--- config.mk ---
export PLATFORM = sky130hd
export DESIGN_NAME = supply_voltage_monitor_flat
export DESIGN_NICKNAME = d
export VERILOG_FILES = /design/src/design/svm_pkg.sv /design/src/design/svm_if.sv /design/src/design/supply_voltage_monitor.sv /design/src/flat_wrapper.sv
export SDC_FILE = /design/constraint.sdc
export NUM_CORES = 1
export LEC_CHECK = 0
export ABC_CLOCK_PERIOD_IN_PS = 12300
export BUFFER_PORTS_ARGS = -buffer_cell sky130_fd_sc_hd__buf_4
export CAP_MARGIN = 10
export CORE_ASPECT_RATIO = 1.1
export CORE_MARGIN = 3
export CORE_UTILIZATION = 40
export DETAILED_ROUTE_END_ITERATION = 16
export GPL_TIMING_DRIVEN = 0
export PLACE_DENSITY_LB_ADDON = 0.15
export SYNTH_ARGS = -nofsm -noshare
export SYNTH_HDL_FRONTEND = slang
export SYNTH_SLANG_ARGS = --single-unit
--- constraint.sdc ---
create_clock -name clk -period 12.3 [get_ports clk]
set_clock_uncertainty 0.15 [all_clocks]
set_input_delay 3.69 -clock clk [delete_from_list [all_inputs] [get_ports clk]]
set_output_delay 3.69 -clock clk [all_outputs]
set_load 0.02 [all_outputs]
--- src/design/svm_pkg.sv ---
// Shared constants and types of the supply voltage monitor.
`timescale 1ns / 1ps
`default_nettype none
package svm_pkg;

	localparam int unsigned SAMPLE_W = 12;
	localparam int unsigned VOLT_W   = 10;
	localparam int unsigned GAIN_W   = 8;
	localparam int unsigned ACC_W    = 12;
	localparam int unsigned STAT_W   = 2;
	localparam int unsigned CFG_IDX_W  = 3;
	localparam int unsigned CFG_DATA_W = 10;

	localparam logic [VOLT_W-1:0] SAMPLE_CLAMP = 10'd992;
	localparam logic [GAIN_W-1:0] GAIN_RESET   = 8'd73;
	localparam logic [VOLT_W-1:0] VOLT_MAX     = 10'd1023;
	localparam logic [ACC_W-1:0]  ACC_MAX      = 12'd4095;

	// Register indexes
	localparam logic [CFG_IDX_W-1:0] REG_GAIN          = 3'd0;
	localparam logic [CFG_IDX_W-1:0] REG_STARTUP_LOW   = 3'd1;
	localparam logic [CFG_IDX_W-1:0] REG_STARTUP_HIGH  = 3'd2;
	localparam logic [CFG_IDX_W-1:0] REG_SHUTDOWN_LOW  = 3'd3;
	localparam logic [CFG_IDX_W-1:0] REG_SHUTDOWN_HIGH = 3'd4;
	localparam logic [CFG_IDX_W-1:0] REG_CHECK_ENABLE  = 3'd5;

	// Status codes
	localparam logic [STAT_W-1:0] STAT_OK    = 2'd0;
	localparam logic [STAT_W-1:0] STAT_ABOVE = 2'd1;
	localparam logic [STAT_W-1:0] STAT_BELOW = 2'd2;

	typedef logic [VOLT_W-1:0] volt_t;

endpackage
`default_nettype wire

--- src/design/svm_if.sv ---
// Channel interfaces of the supply voltage monitor: sample, result, configuration.
`timescale 1ns / 1ps
`default_nettype none
interface svm_sample_if;
	logic                          valid;
	logic                          ready;
	logic [svm_pkg::SAMPLE_W-1:0]  adc_sample;

	modport source (output valid, output adc_sample, input ready);
	modport sink   (input valid, input adc_sample, output ready);
endinterface

interface svm_result_if;
	logic                        valid;
	logic                        ready;
	svm_pkg::volt_t              filtered_voltage;
	logic                        pwr_ok;
	logic [svm_pkg::STAT_W-1:0]  status;

	modport source (output valid, output filtered_voltage, output pwr_ok,
		output status, input ready);
	modport sink   (input valid, input filtered_voltage, input pwr_ok,
		input status, output ready);
endinterface

interface svm_cfg_if;
	logic                            valid;
	logic                            ready;
	logic [svm_pkg::CFG_IDX_W-1:0]   index;
	logic [svm_pkg::CFG_DATA_W-1:0]  data;

	modport source (output valid, output index, output data, input ready);
	modport sink   (input valid, input index, input data, output ready);
endinterface
`default_nettype wire

--- src/design/supply_voltage_monitor.sv ---
// Supply voltage monitor: leaky integrator filter with a hysteresis power-good window.
//
//   channel  dir  handshake     payload
//   sample   in   valid/ready   adc_sample[11:0]
//   result   out  valid/ready   filtered_voltage[9:0], pwr_ok, status[1:0]
//   cfg      in   valid/ready   index[2:0], data[9:0]
//
// One sample per cycle unless the result side stalls: clamp, 10x8 gain multiply,
// integrator add and the window compares all sit between the input handshake and
// the result register. A result appears in the cycle after its sample is accepted.
// The sample side stays ready while the result register is empty or being taken.
// Reset clears the integrator and power-good and loads the register defaults.
// Configuration writes are always ready and take effect on the next sample.
`timescale 1ns / 1ps
`default_nettype none
module supply_voltage_monitor (
	input  wire logic          clk,
	input  wire logic          arst_n,
	svm_sample_if.sink         sample,
	svm_result_if.source       result,
	svm_cfg_if.sink            cfg
);

	logic [svm_pkg::GAIN_W-1:0] gain_q;
	svm_pkg::volt_t             startup_low_q;
	svm_pkg::volt_t             startup_high_q;
	svm_pkg::volt_t             shutdown_low_q;
	svm_pkg::volt_t             shutdown_high_q;
	logic                       check_enable_q;

	logic [svm_pkg::ACC_W-1:0]  acc_q;
	logic                       good_q;
	logic                       out_valid_q;
	svm_pkg::volt_t             volt_q;
	logic                       pg_q;
	logic [svm_pkg::STAT_W-1:0] stat_q;

	logic                       take;
	svm_pkg::volt_t             shifted;
	svm_pkg::volt_t             clamped;
	logic [svm_pkg::VOLT_W+svm_pkg::GAIN_W-1:0] product;
	svm_pkg::volt_t             scaled;
	svm_pkg::volt_t             last_out;
	logic signed [svm_pkg::ACC_W+1:0] sum;
	logic [svm_pkg::ACC_W-1:0]  acc_next;
	svm_pkg::volt_t             volt_next;
	logic                       good_next;
	logic [svm_pkg::STAT_W-1:0] stat_next;

	assign cfg.ready    = 1'b1;
	assign sample.ready = !out_valid_q || result.ready;
	assign take         = sample.valid && sample.ready;

	// Previous filtered output is always the accumulator over four.
	assign last_out = acc_q[svm_pkg::ACC_W-1:2];

	always_comb begin
		shifted = sample.adc_sample[svm_pkg::SAMPLE_W-1:2];
		clamped = (shifted > svm_pkg::SAMPLE_CLAMP) ? svm_pkg::SAMPLE_CLAMP : shifted;
		product = clamped * gain_q;
		scaled  = product[svm_pkg::VOLT_W+svm_pkg::GAIN_W-1:svm_pkg::GAIN_W];
		sum = $signed({2'b00, acc_q}) + $signed({4'b0000, scaled})
			- $signed({4'b0000, last_out});
		if (sum < 0) begin
			acc_next = '0;
		end else if (sum > $signed({2'b00, svm_pkg::ACC_MAX})) begin
			acc_next = svm_pkg::ACC_MAX;
		end else begin
			acc_next = sum[svm_pkg::ACC_W-1:0];
		end
		volt_next = acc_next[svm_pkg::ACC_W-1:2];

		// Hysteresis in priority order: shutdown low, startup window, shutdown high.
		if (volt_next < shutdown_low_q) begin
			good_next = 1'b0;
		end else if (volt_next >= startup_low_q && volt_next <= startup_high_q) begin
			good_next = 1'b1;
		end else if (volt_next > shutdown_high_q) begin
			good_next = 1'b0;
		end else begin
			good_next = good_q;
		end

		if (!check_enable_q) begin
			stat_next = svm_pkg::STAT_OK;
		end else if (volt_next > startup_high_q) begin
			stat_next = svm_pkg::STAT_ABOVE;
		end else if (volt_next < startup_low_q) begin
			stat_next = svm_pkg::STAT_BELOW;
		end else begin
			stat_next = svm_pkg::STAT_OK;
		end
	end

	always_ff @(posedge clk or negedge arst_n) begin
		if (!arst_n) begin
			gain_q          <= svm_pkg::GAIN_RESET;
			startup_low_q   <= '0;
			startup_high_q  <= svm_pkg::VOLT_MAX;
			shutdown_low_q  <= '0;
			shutdown_high_q <= svm_pkg::VOLT_MAX;
			check_enable_q  <= 1'b1;
		end else if (cfg.valid && cfg.ready) begin
			case (cfg.index)
				svm_pkg::REG_GAIN:          gain_q <= cfg.data[svm_pkg::GAIN_W-1:0];
				svm_pkg::REG_STARTUP_LOW:   startup_low_q <= cfg.data;
				svm_pkg::REG_STARTUP_HIGH:  startup_high_q <= cfg.data;
				svm_pkg::REG_SHUTDOWN_LOW:  shutdown_low_q <= cfg.data;
				svm_pkg::REG_SHUTDOWN_HIGH: shutdown_high_q <= cfg.data;
				svm_pkg::REG_CHECK_ENABLE:  check_enable_q <= cfg.data[0];
				default: begin
				end
			endcase
		end
	end

	always_ff @(posedge clk or negedge arst_n) begin
		if (!arst_n) begin
			acc_q       <= '0;
			good_q      <= 1'b0;
			out_valid_q <= 1'b0;
		end else begin
			if (take) begin
				acc_q       <= acc_next;
				good_q      <= good_next;
				out_valid_q <= 1'b1;
			end else if (result.ready) begin
				out_valid_q <= 1'b0;
			end
		end
	end

	always_ff @(posedge clk) begin
		if (take) begin
			volt_q <= volt_next;
			pg_q   <= check_enable_q ? good_next : 1'b1;
			stat_q <= stat_next;
		end
	end

	assign result.valid            = out_valid_q;
	assign result.filtered_voltage = volt_q;
	assign result.pwr_ok           = pg_q;
	assign result.status           = stat_q;

	a_result_follows: assert property (@(posedge clk) disable iff (!arst_n)
		take |=> result.valid)
		else $error("accepted sample produced no result");

	a_result_matches_acc: assert property (@(posedge clk) disable iff (!arst_n)
		take |=> result.filtered_voltage == acc_q[svm_pkg::ACC_W-1:2])
		else $error("filtered output does not match integrator state");

	a_shutdown_clears: assert property (@(posedge clk) disable iff (!arst_n)
		take && volt_next < shutdown_low_q |=> !good_q)
		else $error("power-good not cleared below shutdown low");

endmodule
`default_nettype wire
--- src/flat_wrapper.sv ---
// flat-port wrapper written by rule: the top's interface ports become plain ports
module supply_voltage_monitor_flat 
  (clk, arst_n, sample_valid, sample_adc_sample, sample_ready, result_valid, result_filtered_voltage, result_pwr_ok, result_status, result_ready, cfg_valid, cfg_index, cfg_data, cfg_ready);
  svm_sample_if sample_i ();
  svm_result_if result_i ();
  svm_cfg_if cfg_i ();
  input  wire logic clk;
  input  wire logic arst_n;
  input wire logic [$bits(sample_i.valid)-1:0] sample_valid;
  input wire logic [$bits(sample_i.adc_sample)-1:0] sample_adc_sample;
  output wire logic [$bits(sample_i.ready)-1:0] sample_ready;
  output wire logic [$bits(result_i.valid)-1:0] result_valid;
  output wire logic [$bits(result_i.filtered_voltage)-1:0] result_filtered_voltage;
  output wire logic [$bits(result_i.pwr_ok)-1:0] result_pwr_ok;
  output wire logic [$bits(result_i.status)-1:0] result_status;
  input wire logic [$bits(result_i.ready)-1:0] result_ready;
  input wire logic [$bits(cfg_i.valid)-1:0] cfg_valid;
  input wire logic [$bits(cfg_i.index)-1:0] cfg_index;
  input wire logic [$bits(cfg_i.data)-1:0] cfg_data;
  output wire logic [$bits(cfg_i.ready)-1:0] cfg_ready;
  assign sample_i.valid = sample_valid;
  assign sample_i.adc_sample = sample_adc_sample;
  assign sample_ready = sample_i.ready;
  assign result_valid = result_i.valid;
  assign result_filtered_voltage = result_i.filtered_voltage;
  assign result_pwr_ok = result_i.pwr_ok;
  assign result_status = result_i.status;
  assign result_i.ready = result_ready;
  assign cfg_i.valid = cfg_valid;
  assign cfg_i.index = cfg_index;
  assign cfg_i.data = cfg_data;
  assign cfg_ready = cfg_i.ready;
  supply_voltage_monitor u_core (.clk(clk), .arst_n(arst_n), .sample(sample_i), .result(result_i), .cfg(cfg_i));
endmodule
After elaboration in Yosys (flattened, before gate mapping)
Cells that the tools add are included.

Word-level logic and storage cells: 54. Bits in registers: 76. Input bits: 30.

Mux-type cells: 10. Bitwise operators: 1. Add/subtract/negate cells: 2. Reductions and logical operators: 13. $lt $le $gt $ge: 9. Equal/unequal tests: 5. $mul: 1.

Operators with widths (count): 2-to-1 mux 12 bit (2); greater-than comparator 10 bit (2); less-than comparator 10 bit (2); multiplier 10 x 8 -> 18 bit (1); greater-than comparator 14 x 13 -> 1 bit (second input constant) (1); less-than comparator 14 x 1 -> 1 bit (second input constant) (1); subtractor 13 x 10 -> 14 bit (1); adder 12 x 10 -> 13 bit (1); AND reduction 2 bit (6); >= comparator 10 bit (1); greater-than comparator 10 bit (second input constant) (1); <= comparator 10 bit (1); 2-to-1 mux 10 bit (1); equality test 3 x 2 -> 1 bit (second input constant) (2); equality test 3 bit (second input constant) (2); 2-to-1 mux 1 bit (6); equality test 3 x 1 -> 1 bit (second input constant) (1); logical NOT 3 bit (1); logical AND 1 bit (2); 2-to-1 mux 2 bit (1); nonzero test 2 bit (1); OR reduction 2 bit (1); logical NOT 1 bit (1); logical OR 1 bit (1); NOT 1 bit (1).

Longest topological paths before layout
Gate-level depths: netlist of the first run.

Depth in word-level cells: 12. Depth in mapped cells: 40. Depth with buffers taken out: 37.

Worst setup path after synthesis of the first run
No wires, ideal clock.

Kind: input -> register. Start point: input sample_adc_sample[9]. End point: register u_core.pg_q, in the netlist u_core.result.pwr_ok, data pin. Arrival: 11.948 ns. Data required time: 11.879 ns. Setup time: 0.271 ns. Path slack: -0.069 ns. Cell stages on the path: 35. Buffers on the path: 3. Cells stage by stage: and3_1 nand3_1 clkbuf_1 clkbuf_1 and3_1 fa_1 fa_1 fa_1 inv_1 fa_1 inv_1 ha_1 nand3_1 or4b_1 and3_4 nor3_4 nor2_1 a211o_1 fa_1 ha_1 a21oi_1 nand2_1 nor3_2 o41ai_4 xnor2_1 buf_6 o21a_1 ha_1 a21o_1 a21oi_1 o221ai_1 a221oi_1 a21boi_0 o211ai_1 o221ai_1.

Word-level cells in the longest chain between the ends: 12. Elaborated cells on any way between the ends: 17.

RTL lines: start, declared (RTL line flat_wrapper.sv:10) `input wire logic [$bits(sample_i.adc_sample)-1:0] sample_adc_sample;`; greater-than comparator 10 bit (RTL line supply_voltage_monitor.sv:59) `clamped = (shifted > svm_pkg::SAMPLE_CLAMP) ? svm_pkg::SAMPLE_CLAMP : shifted;`; 2-to-1 mux 10 bit (*) (RTL line supply_voltage_monitor.sv:59); multiplier 10 x 8 -> 18 bit (*) (RTL line supply_voltage_monitor.sv:60) `product = clamped * gain_q;`; adder 12 x 10 -> 13 bit (*) (RTL line supply_voltage_monitor.sv:62) `sum = $signed({2'b00, acc_q}) + $signed({4'b0000, scaled})`; subtractor 13 x 10 -> 14 bit (*) (RTL line supply_voltage_monitor.sv:63) `- $signed({4'b0000, last_out});`; greater-than comparator 14 x 13 -> 1 bit (RTL line supply_voltage_monitor.sv:66) `end else if (sum > $signed({2'b00, svm_pkg::ACC_MAX})) begin`; 2-to-1 mux 12 bit (RTL line supply_voltage_monitor.sv:66); 2-to-1 mux 12 bit (*) (RTL line supply_voltage_monitor.sv:64) `if (sum < 0) begin`; via u_core.acc_next, one bit (RTL line supply_voltage_monitor.sv:45) `logic [svm_pkg::ACC_W-1:0] acc_next;`; greater-than comparator 10 bit, or another cell as far along (RTL line supply_voltage_monitor.sv:78) `end else if (volt_next > shutdown_high_q) begin`; 2-to-1 mux 1 bit or logical AND 1 bit (tied branches) (RTL line supply_voltage_monitor.sv:78, supply_voltage_monitor.sv:76); 2-to-1 mux 1 bit (RTL line supply_voltage_monitor.sv:76) `end else if (volt_next >= startup_low_q && volt_next <= startup_high_q) begin`; 2-to-1 mux 1 bit (*) (RTL line supply_voltage_monitor.sv:74) `if (volt_next < shutdown_low_q) begin`; end signal, assigned (RTL line supply_voltage_monitor.sv:136) `pg_q <= check_enable_q ? good_next : 1'b1;`; end, declared (RTL line supply_voltage_monitor.sv:35) `logic pg_q;`.

The timed path passes the listed nets; every way through them passes the cells marked *. A chain may end at the register's enable or synchronous reset.

Worst setup path after layout of the first run
Start point: input sample_adc_sample[7]. End point: register u_core.pg_q, in the netlist u_core.result.pwr_ok, data pin.

The elaborated chain is that of the path after synthesis.

==> results of run 1 <==
-- layout make-up --
cell class	instances	area, um2
Buffer	19	110
Sequential cell	76	2000
Inverter	117	439
Fill cell	1595	8550
Tap cell	234	293
Timing Repair Buffer	68	548
Clock buffer	10	239
Multi-Input combinational cell	515	4900
Clock inverter	6	134
-- worst register-to-register path, delay by kind of cell (launching register included) --
kind / cells / cell delay, ps
fa+ha+maj: 8 / 3530
compound gates: 11 / 2180
simple gates: 7 / 1570
buf+inv: 3 / 610
flops: 1 / 550
xor+xnor: 1 / 190
-- metrics by stage --
stage,utilization [%],std cells,area (um2)
floorplan,-,728,7110
CTS,48.5,1031,8340
global placement,44.8,1003,7710
detailed placement,44.9,1004,7720
global route,50.3,1045,8660
finish,50.3,1045,8660
-- placed cells by master, fill, tap and decap left out, drive strengths merged, types with 5 or more instances in the layout --
| master | count |
|---|---|
| a21o | 13 |
| edfxtp | 13 |
| xor2 | 5 |
| clkbuf | 24 |
| buf | 73 |
| inv | 118 |
| dfstp | 24 |
| xnor2 | 14 |
| nand3 | 14 |
| and2 | 29 |
| nand2 | 60 |
| o21ai | 43 |
| nor3 | 13 |
| ha | 88 |
| nand4 | 9 |
| fa | 57 |
| a21oi | 24 |
| mux2 | 29 |
| dfrtp | 39 |
| o21a | 11 |
| and3 | 35 |
| nor2 | 21 |
-- state kept, by name (all words and copies together), names as in the netlist --
register,count
u_core.acc_q,12
u_core.result.filtered_voltage,10
u_core.shutdown_high_q,10
u_core.shutdown_low_q,10
u_core.startup_high_q,10
u_core.startup_low_q,10
u_core.gain_q,8
u_core.result.status,2
u_core.check_enable_q,1
u_core.good_q,1
u_core.result.pwr_ok,1
u_core.result.valid,1
-- layer usage --
| layer | up-vias | part of all wire (%) | global-route usage, % |
|---|---|---|---|
| li1 | 2606 | - | - |
| met1 | 2690 | 44 | 22.8 |
| met2 | 75 | 52 | 33.1 |
| met3 | 17 | 2.3 | 2.01 |
| met4 | 0 | 1.4 | 5.41 |
| met5 | - | 0 | 0 |
-- cell families after synthesis --
kind of cell	count (synthesis)	share of synthesized area [%]
fa+ha+maj	145	31.6
other cells	1	0.0528
compound gates	117	10.7
buf+inv	137	7.40
simple gates	204	15.3
xor+xnor	19	2.34
flops	76	28.1
mux	29	4.60
-- worst max path at each step --
| stage | from | depth (start not counted) | slack [ps] | end |
|---|---|---|---|---|
| 6_report | sample_adc_sample[7] | 34 | 250 | u_core.result.pwr_ok |
| 5_1_grt | sample_adc_sample[7] | 36 | -10 | u_core.good_q |
| 2_1_floorplan | sample_adc_sample[9] | 34 | 7 | u_core.result.pwr_ok |
| 4_1_cts | sample_adc_sample[7] | 35 | 20 | u_core.result.pwr_ok |
| 3_5_place_dp | sample_adc_sample[9] | 35 | -1720 | u_core.result.pwr_ok |
| 3_3_place_gp | sample_adc_sample[9] | 35 | -1720 | u_core.result.pwr_ok |
-- what timing repair did --
action                     CTS  global route
setup endpoints to repair    4             3
cloned                       0             1
setup buffers               11            12
resized for setup           39            44
pin swaps                   18            44
==> flow_metrics.env, run 1 <==
export IMPL_fp_dieH_um=146
export IMPL_grt_pass1_vias=5784
export IMPL_synth_area_top_cells="fa_1, ha_1, dfrtp_1"
export IMPL_start_kind="primary input"
export IMPL_synth_top_cells_by_count="inv_1, ha_1, nand2_1, fa_1, o21ai_0"
export IMPL_syn_nets=903
export IMPL_die_area_um2=19400
export IMPL_grt_usage_pct=18.3
export IMPL_critPathKind="in -> reg"
export IMPL_clockBufferDepth=2
export IMPL_maxCapViolCount=0
export IMPL_grt_pass1_wl_um=28800
export IMPL_initial_core_util_pct=41.3
export IMPL_fin_crit_sh_pct=98.0
export IMPL_fin_ws_ps=248
export IMPL_r2r_cells=30
export IMPL_worstPathBufferInverterCount=5
export IMPL_dp_hpwl_um=13300
export IMPL_setup_violations=0
export IMPL_timing_rr_end="u_core.result.pwr_ok"
export IMPL_first_iter_violations=202
export IMPL_gp_congestion=0.805
export IMPL_path_common_cell="fa_1"
export IMPL_period_needed_ps=12050
export IMPL_vias=5388
export IMPL_num_antenna_cells=0
export IMPL_numPortBuffers=41
export IMPL_post_synth_cell_area_avg_um2=9.76
export IMPL_crit_slowest_cell="fa_1"
export IMPL_drive_gt1_share_pct=24.2
export IMPL_ys_types=57
export IMPL_clkLatencyLatePin_ps=330
export IMPL_ant_nets=0
export IMPL_nNetsFinal=981
export IMPL_worst_ep_required_time_ps=12220
export IMPL_cts_inserted_buffers=9
export IMPL_avgRoutedWirePerCell_um=16.5
export IMPL_rrSetupSlack_ps=3270
export IMPL_hold_violations=0
export IMPL_cts_clk_slew_worst_paths_ps=60
export IMPL_reg2reg_from="u_core.gain_q[6]"
export IMPL_slew_headroom_pct=21.7
export IMPL_vias_per_cell=5.16
export IMPL_critPathMaxFanout=9
export IMPL_synth_largest_area_cell="fa_1"
export IMPL_cpLargestDelayFamily="adder cells"
export IMPL_pin_count=46
export IMPL_synth_most_common_cell="inv_1"
export IMPL_clock_fmax_ghz=0.0830
export IMPL_cts_root_buf="clkbuf_16"
export IMPL_ys_warn_count=0
export IMPL_critical_path_max_stage_delay_ps=560
export IMPL_crit_arrival_ps=11970
export IMPL_end_kind="register"
export IMPL_ys_seq_area_share_pct=28.1
export IMPL_synth_main_ff_cell="dfrtp_1"
export IMPL_status="complete, no violations"
export IMPL_rows=50
export IMPL_yosysTopAreaCellShare_pct=16.1
export IMPL_h_tree_depth=3
export IMPL_synth_area_um2=7100
export IMPL_tightestPinTransition_ps=1170
export IMPL_hold_slack_ps=356
export IMPL_fp_dieW_um=133
export IMPL_core_area_um2=17200
export IMPL_hold_depth=1
export IMPL_finalWirelength_um=17200
export IMPL_grt_max_degree=64
export IMPL_syn_inst=728
export IMPL_cts_sinks=76
export IMPL_area_growth_pct=21.9
export IMPL_cts_hold_buffers_added=0
export IMPL_worstHoldEndpoint="u_core.shutdown_low_q[9]"
export IMPL_antenna_found_initial=0
export IMPL_cts_tree="yes"
export IMPL_setup_tns_ps=0
export IMPL_grt_overflow=0
export IMPL_ys_ff_latch=76
export IMPL_slew_violations=0
export IMPL_synth_edff_count=13
export IMPL_async_flop_share_pct=82.9
export IMPL_hold_path_class="reg -> reg"
export IMPL_min_delay_start="u_core.shutdown_low_q[9]"
export IMPL_dr_pass1_iters=4
export IMPL_drc_errors=0
export IMPL_place_ws_ps=-1720
Power of run 1 is not shown: default switching activity piles up to over one toggle a cycle in this logic, so the estimate is an artifact.
==> run 2, diff against run 1 <==
Settings changed: CORE_UTILIZATION 40 to 45.
==> run 2 against run 1 <==
Against the previous run: count of clock-buffer cells in the layout decreased by 1; cell area decreased by 1.2%; hold slack got worse by 3.7 ps; sequential share of layout area increased by 0.27 points; die area decreased by 11%; register-to-register slack improved by 70 ps; maximum frequency increased by 0.12%; largest cell class unchanged; critical path type unchanged; critical path depth increased by 3; setup slack improved by 15 ps; via count increased by 0.15%; non-clock buffer count decreased by 4.
==> flow_metrics.env, run 2 (same netlist as run 1, synthesis figures left out) <==
export IMPL_fp_dieW_um=126
export IMPL_period_needed_ps=12040
export IMPL_vias_per_cell=5.38
export IMPL_first_iter_violations=216
export IMPL_fp_dieH_um=138
export IMPL_crit_start="sample_adc_sample[7]"
export IMPL_timing_rr_end="u_core.result.pwr_ok"
export IMPL_numPortBuffers=41
export IMPL_critPathKind="in -> reg"
export IMPL_path_common_cell="fa_1"
export IMPL_crit_arrival_ps=11950
export IMPL_gp_congestion=0.838
export IMPL_num_antenna_cells=0
export IMPL_rrSetupSlack_ps=3340
export IMPL_top_register="u_core.acc_q"
export IMPL_cpLargestDelayFamily="adder cells"
export IMPL_clkLatencyLatePin_ps=330
export IMPL_clockBufferDepth=2
export IMPL_worstHoldEndpoint="u_core.shutdown_low_q[8]"
export IMPL_min_delay_start="u_core.shutdown_low_q[8]"
export IMPL_met2_length_um=8960
export IMPL_grt_pass1_vias=5629
export IMPL_core_area_um2=15200
export IMPL_dr_pass1_iters=4
export IMPL_slew_violations=0
export IMPL_die_area_um2=17300
export IMPL_grt_pass1_wl_um=27600
export IMPL_top_layer="met4"
export IMPL_critPathMaxFanout=9
export IMPL_met1_length_um=7180
export IMPL_reg2reg_from="u_core.gain_q[6]"
export IMPL_area_growth_pct=20.5
export IMPL_pin_count=46
export IMPL_place_ws_ps=-1720
export IMPL_grt_overflow=0
export IMPL_cts_tree="yes"
export IMPL_antenna_found_initial=0
export IMPL_r2r_cells=33
export IMPL_finalWirelength_um=16800
export IMPL_drc_errors=0
export IMPL_hold_violations=0
export IMPL_h_tree_depth=3
export IMPL_final_common_cell="inv_1"
export IMPL_rows=47
export IMPL_cts_root_buf="clkbuf_16"
export IMPL_ant_nets=0
export IMPL_fillers=1354
export IMPL_setup_violations=0
export IMPL_critical_path_max_stage_delay_ps=580
export IMPL_slew_headroom_pct=19.0
export IMPL_worst_ep_required_time_ps=12220
export IMPL_dp_hpwl_um=12800
export IMPL_grt_usage_pct=19.9
export IMPL_cts_clk_slew_worst_paths_ps=60
export IMPL_hold_depth=1
export IMPL_drive_gt1_share_pct=24.4
export IMPL_hold_path_class="reg -> reg"
export IMPL_maxCapViolCount=0
export IMPL_fin_ws_ps=263
export IMPL_cts_inserted_buffers=9
export IMPL_mostFrequentLayoutCells="inv_1, ha_1, buf_4"
export IMPL_grt_max_degree=64
export IMPL_largest_reg_flops=12
export IMPL_tightestPinTransition_ps=1210
export IMPL_cts_sinks=76
export IMPL_start_kind="primary input"
export IMPL_status="complete, no violations"
export IMPL_clock_fmax_ghz=0.0831
export IMPL_avgRoutedWirePerCell_um=16.8
export IMPL_end_kind="register"
export IMPL_worstPathBufferInverterCount=7
export IMPL_initial_core_util_pct=46.6
export IMPL_nNetsFinal=977
export IMPL_met3_length_um=366
export IMPL_vias=5396
export IMPL_fin_crit_sh_pct=97.9
export IMPL_crit_slowest_cell="fa_1"
run 2: per-stage QoR:
step,hold slack (ps),setup TNS [ps],utilization [%],cell area [um2],cells
after CTS,357,0,54.3,8270,992
after global routing,379,-41.7,56.2,8560,1003
after global placement,337,-4870,50.3,7660,965
after detailed placement,344,-5120,50.3,7660,965
after floorplan,328,0,-,7110,728
final,352,0,56.2,8560,1003
run 2: worst max-delay path by stage:
stage | end | slack, ps | cells past startpoint
6_report | u_core.result.pwr_ok | 260 | 37
5_1_grt | u_core.result.pwr_ok | -40 | 37
4_1_cts | u_core.result.pwr_ok | 6 | 36
3_5_place_dp | u_core.result.pwr_ok | -1720 | 35
3_3_place_gp | u_core.result.pwr_ok | -1650 | 35
2_1_floorplan | u_core.result.pwr_ok | 7 | 34
run 2: metal layers:
metal | vias to the layer above | GRT usage, %
met5 | - | 0
met4 | 0 | 6.50
met3 | 26 | 2.33
met2 | 85 | 36.9
met1 | 2688 | 24.2
li1 | 2597 | -
run 2: worst reg2reg max path: cells and delay by family (launching register included):
family | cells | cell delay, ps
AND/OR/NAND/NOR | 8 | 1650
adder cells (fa/ha/maj) | 8 | 3310
flip-flops | 1 | 560
buffers and inverters | 5 | 800
AO/OA/AOI/OAI | 11 | 1960
XOR/XNOR | 1 | 260
run 2: timing repair:
item | in CTS | in global routing
endpoints found under the setup margin | 4 | 3
hold buffers | 0 | 0
pin swaps | 15 | 41
gates resized for setup | 40 | 49
buffers inserted | 10 | 9
gates cloned | 1 | 0
run 2: layout make-up:
class,count,area [um2],area share (%)
clock inverter,7,115,1.35
clock buffer,9,225,2.63
inverter,117,439,5.13
tap,196,245,2.87
sequential,76,2000,23.3
buffer,20,123,1.43
multi-input combinational,515,4890,57.2
timing repair buffer,63,520,6.08
Power of run 2 is left out for the same reason.
